==> config.mk <==
export PLATFORM = sky130hd
export DESIGN_NAME = kmmsa_front
export DESIGN_NICKNAME = d
export VERILOG_FILES = /design/src/hdl/kmmsa_pkg.sv /design/src/hdl/kmmsa_front.sv
export SDC_FILE = /design/constraint.sdc
export NUM_CORES = 2
export LEC_CHECK = 0
export ABC_AREA = 1
export BUFFER_PORTS_ARGS = -buffer_cell sky130_fd_sc_hd__buf_2
export CAP_MARGIN = 10
export CORE_AREA = 2 2 442 444
export DETAILED_ROUTE_END_ITERATION = 10
export DIE_AREA = 0 0 444 446
export GPL_TIMING_DRIVEN = 0
export HOLD_SLACK_MARGIN = 0.08
export PLACE_DENSITY = 0.57
export SYNTH_ARGS = -nofsm -noshare
export SYNTH_HDL_FRONTEND = slang
export SYNTH_SLANG_ARGS = --single-unit
==> constraint.sdc <==
create_clock -name clk_i -period 18.8 [get_ports clk_i]
set_clock_uncertainty 0.1 [all_clocks]
set_input_delay 0.94 -clock clk_i [delete_from_list [all_inputs] [get_ports clk_i]]
set_output_delay 0.94 -clock clk_i [all_outputs]
set_load 0.02 [all_outputs]
==> src/hdl/kmmsa_pkg.sv <==
// ----------------------------------------------------------------------------
// kmmsa_pkg
// types and constants shared by the keyed aggregator modules
// ----------------------------------------------------------------------------
package kmmsa_pkg;

  typedef struct packed {
    logic [63:0]        key_word;
    logic               key_last;
    logic [31:0]        add_count;
    logic signed [15:0] add_min;
    logic signed [15:0] add_max;
    logic signed [47:0] add_sum;
  } in_item_t;

  typedef struct packed {
    logic [9:0]         entry_index;
    logic               is_new;
    logic               dropped;
    logic [31:0]        total_count;
    logic signed [15:0] min_tenths;
    logic signed [15:0] max_tenths;
    logic signed [47:0] sum_tenths;
  } out_item_t;

  // aggregate part of a finished record, queued from front to back
  typedef struct packed {
    logic [31:0]        cnt;
    logic signed [15:0] mn;
    logic signed [15:0] mx;
    logic signed [47:0] sm;
  } agg_t;

  typedef enum logic [2:0] {
    ST_IDLE,
    ST_CMP,
    ST_RD,
    ST_MERGE,
    ST_APPEND,
    ST_OUT
  } back_state_e;

  localparam logic signed [47:0] SumMax = 48'sh7FFF_FFFF_FFFF;
  localparam logic signed [47:0] SumMin = 48'sh8000_0000_0000;

endpackage

==> src/hdl/kmmsa_front.sv <==
// ----------------------------------------------------------------------------
// kmmsa_front
// collects key words into a staging buffer and hands a finished record over
// ----------------------------------------------------------------------------
module kmmsa_front #(
  parameter int KEY_WORDS = 13
) (
  input  logic                                   clk_i,
  input  logic                                   rst_ni,
  input  logic                                   in_valid_i,
  output logic                                   in_stall_o,
  input  kmmsa_pkg::in_item_t                    in_data_i,
  output logic                                   rec_valid_o,
  input  logic                                   rec_take_i,
  output logic [KEY_WORDS-1:0][63:0]             rec_key_o,
  output kmmsa_pkg::agg_t                        rec_agg_o
);
  import kmmsa_pkg::*;

  localparam int PosW = $clog2(KEY_WORDS + 1);

  logic [KEY_WORDS-1:0][63:0] buf_q, buf_d;
  logic [PosW-1:0]            pos_q, pos_d;
  logic                       full_q, full_d;
  logic [KEY_WORDS-1:0][63:0] key_q, key_d;
  agg_t                       agg_q, agg_d;
  logic                       acc;

  // one-record queue slot: words keep flowing while the back part searches,
  // only a second finished record waits
  assign in_stall_o  = full_q && !rec_take_i && in_data_i.key_last;
  assign acc         = in_valid_i && !in_stall_o;
  assign rec_valid_o = full_q;
  assign rec_key_o   = key_q;
  assign rec_agg_o   = agg_q;

  always_comb begin
    buf_d  = buf_q;
    pos_d  = pos_q;
    full_d = full_q && !rec_take_i;
    key_d  = key_q;
    agg_d  = agg_q;
    if (acc) begin
      if (pos_q < PosW'(KEY_WORDS)) begin
        buf_d[pos_q[PosW-1:0]] = in_data_i.key_word;
        pos_d = pos_q + PosW'(1);
      end
      if (in_data_i.key_last) begin
        key_d     = buf_d;
        agg_d.cnt = in_data_i.add_count;
        agg_d.mn  = in_data_i.add_min;
        agg_d.mx  = in_data_i.add_max;
        agg_d.sm  = in_data_i.add_sum;
        full_d    = 1'b1;
        buf_d     = '0;
        pos_d     = '0;
      end
    end
  end

  always_ff @(posedge clk_i or negedge rst_ni) begin
    if (!rst_ni) begin
      buf_q  <= '0;
      pos_q  <= '0;
      full_q <= 1'b0;
    end else begin
      buf_q  <= buf_d;
      pos_q  <= pos_d;
      full_q <= full_d;
    end
  end

  always_ff @(posedge clk_i) begin
    key_q <= key_d;
    agg_q <= agg_d;
  end

  assert property (@(posedge clk_i) disable iff (!rst_ni)
    full_q && !rec_take_i |=> full_q && $stable(key_q))
    else $error("queued record lost");
  assert property (@(posedge clk_i) disable iff (!rst_ni)
    acc && in_data_i.key_last |=> pos_q == '0)
    else $error("word position not cleared after record");
  assert property (@(posedge clk_i) disable iff (!rst_ni)
    pos_q <= PosW'(KEY_WORDS))
    else $error("word position past key limit");

endmodule

==> metrics <==
post-synthesis mux area share=0%; Max Freq=0.218 GHz; CORE AREA=0.194 mm²; outcome=finished clean; Std-Cell Rows=162; total track usage=26.5%; XOR/XNOR share of the synthesized area=0.0128%; via count=54.3k; Crit Path Class=reg2reg; Boundary Pins=1,127; critical path capture point type=register; HPWL Detailed=194,000 µm; Worst Hold Class=in2reg; sequential area share after synthesis=71.8%; RSZ-0062 raised after global routing=no; Worst Path Required=19.30 ns; YS warnings=0; Max Cap Viol=0; full die area=0.198 mm²; synth top area cells=edfxtp_1 (41%), dfrtp_1 (31%), nand2_1 (19%); Pre-Repair DR Iteration Count=8; worst vdd ir=0.0815 mV; Worst Tran Pin Value=1.31 ns; DP Area=0.0783 mm²; chip height=446 µm; largest net degree at the start of global routing=109; CP arrival=5.08 ns; initial antenna violation count=38; Layout Nets=8,132; Fillers=18.1k; largest family of logic cells by synthesized area=simple AND/OR/NAND/NOR gates; Final Hold Fails=0; Final Max Slew Viols=0; Bufs on Longest Clock Path=3; Synth Area in Adders=0.0911%; Setup-failing EPs final=0; DR DRC count=0; antenna-violating nets left=0; Min Clock Period, post-route=4.58 ns; Mean Syn Cell Area=10.4 µm²; Clk Latency, worst-skew pair=0.86 ns; total gr overflow=0; vias in the first global route=51.2k; simple-gate share of the synthesized area=19.1%; clk slew on worst S/H paths=0.06 ns; Routed wire per std cell=25.3 µm; slew margin rel.=13.0%; port bufs=1,125; post-synthesis cell type count=22; area leader, netlist=edfxtp_1; routed wire length=270,000 µm; clk root buf=clkbuf_16; Post-Synthesis Cell Area=0.0686 mm²; CTS tree=yes; post-layout util=43.9%; CTS Sinks=1,781; first-pass GRT wire length=374,000 µm; Leakage=39.3 nW; Setup Buffers After CTS=0; maximum fanout along the worst path=37; vias per cell=5.08; Initial Util=35.5%; Setup crit start kind=register; Area Overhead vs Synth=23.7%; Compound-Gate Fraction of Synth Area=5.75%; post-cts resize count=0; Finished Cell Area=0.0849 mm²; CTS Buf Count=192; layout cells sized above 1=20.0%; Die Wd=444 µm; Synth Instances=6,575; Synth Register Bits=1,781; Yosys top cell area share=41.3%; Initial DRC Count=5,425; H-tree depth=4; pwr dens=110 mW/mm²; post-synthesis net count=6,761; routability cong.=0.877; period utilisation layout=24.4%
cell usage after synthesis:
cell / n
buf_1: 39
ha_1: 5
o21a_1: 12
nor2_4: 2
nand3_1: 24
nand2_1: 3450
dfrtp_1: 837
o21ai_0: 564
edfxtp_1: 944
nor3_1: 1
clkbuf_1: 234
nand2_2: 2
buf_4: 12
buf_6: 1
xnor2_1: 1
o21ai_1: 206
nand4_1: 1
buf_2: 147
nor2_2: 1
inv_1: 85
nor2_1: 4
inv_2: 3
layout by cell type (no fill, tap or decap), types with 2 or more instances in the layout:
cell type,n
buf_1,39
buf_12,27
buf_16,10
buf_2,1271
buf_4,12
buf_8,2
bufinv_16,13
clkbuf_1,288
clkbuf_16,195
clkbuf_2,3
clkbuf_8,19
clkinv_1,18
clkinv_16,6
clkinv_2,34
clkinv_4,3
clkinv_8,2
clkinvlp_4,11
dfrtp_1,837
diode_2,16
dlygate4sd3_1,14
edfxtp_1,944
ha_1,5
inv_1,84
inv_16,5
inv_2,3
inv_6,4
nand2_1,3450
nand2_2,2
nand3_1,24
nor2_1,4
nor2_4,2
o21a_1,12
o21ai_0,564
o21ai_1,206
kinds of logic after synthesis:
| group | after synthesis |
|---|---|
| AO/OA/AOI/OAI | 782 |
| XOR/XNOR | 1 |
| adder cells (fa/ha/maj) | 5 |
| buffers and inverters | 521 |
| flip-flops | 1781 |
| AND/OR/NAND/NOR | 3485 |
metal layers:
| metal | routed length (µm) | vias to the layer above | GRT usage [%] |
|---|---|---|---|
| li1 | - | 24200 | - |
| met1 | 101000 | 26900 | 32.1 |
| met2 | 128000 | 2614 | 42.8 |
| met3 | 21900 | 540 | 5.94 |
| met4 | 18600 | 0 | 17.0 |
| met5 | 0 | - | 0 |
stage by stage:
stage	TNS (ns)	instances	hold WS, ns	setup slack, ns	power [W]
after floorplan	0	6575	0.349	2.52	0.00508
after global placement	-9015.76	10200	0.361	-7.01	0.00561
after detailed placement	0	10300	0.365	13.39	0.00555
after CTS	0	10700	0.0800	14.15	0.00940
after global routing	0	10700	0.106	13.98	0.00964
final	0	10700	0.168	14.22	0.00934
critical path: stages (launching register included):
cell	delay, ns
dfrtp_1	0.37
nand3_1	0.21
nand2_2	0.17
buf_2	0.73
inv_1	0.15
nand2_1	0.32
clkinvlp_4	0.70
buf_12	0.44
buf_12	0.22
buf_12	0.20
buf_12	0.21
buf_12	0.19
buf_12	0.18
flip-flops by register name, summed over array words and instances, names as in the netlist:
signal and cells:
rec_valid_o 1, rec_key_o 832, buf_q 832, rec_agg_o 112, pos_q 4
area by class of cell:
cell class	count	area [µm²]	share of cell area [%]
clock buffers	271	5360	6.31
well taps	2542	3180	3.75
inverters	88	334	0.393
repair buffers	1177	6610	7.79
plain buffers	433	1870	2.20
diodes	16	40.0	0.0472
multi-input cells	4273	17200	20.2
clock inverters	95	1080	1.27
flip-flops and latches	1781	49300	58.1
where the power goes:
group	leakage, nW	switching (W)	internal, W	total, W
clock	3.12	0.00167	0.00219	0.00386
sequential	20.6	0.000110	0.00437	0.00448
combinational	15.5	0.000769	0.000230	0.000999
final timing paths:
path / startpoint / to / slack, ns / depth (start not counted)
worst max-delay path: rec_valid_o / rec_key_o[50] / 14.22 / 12
worst min-delay path: in_data_i[40] / rec_agg_o[40] / 0.17 / 1
worst max register to register: rec_valid_o / rec_key_o[50] / 14.22 / 12
worst min register to register: buf_q[465] / buf_q[465] / 0.38 / 2
max in group asynchronous: rst_ni / buf_q[119] / 15.40 / 6
min in group asynchronous: rst_ni / buf_q[275] / 0.57 / 2
what timing repair did:
item	4_1_cts	5_1_grt
setup endpoints to repair	0	0
hold buffers	14	0
endpoints found under the hold margin	90	0
(Power assumes the default switching activity.)
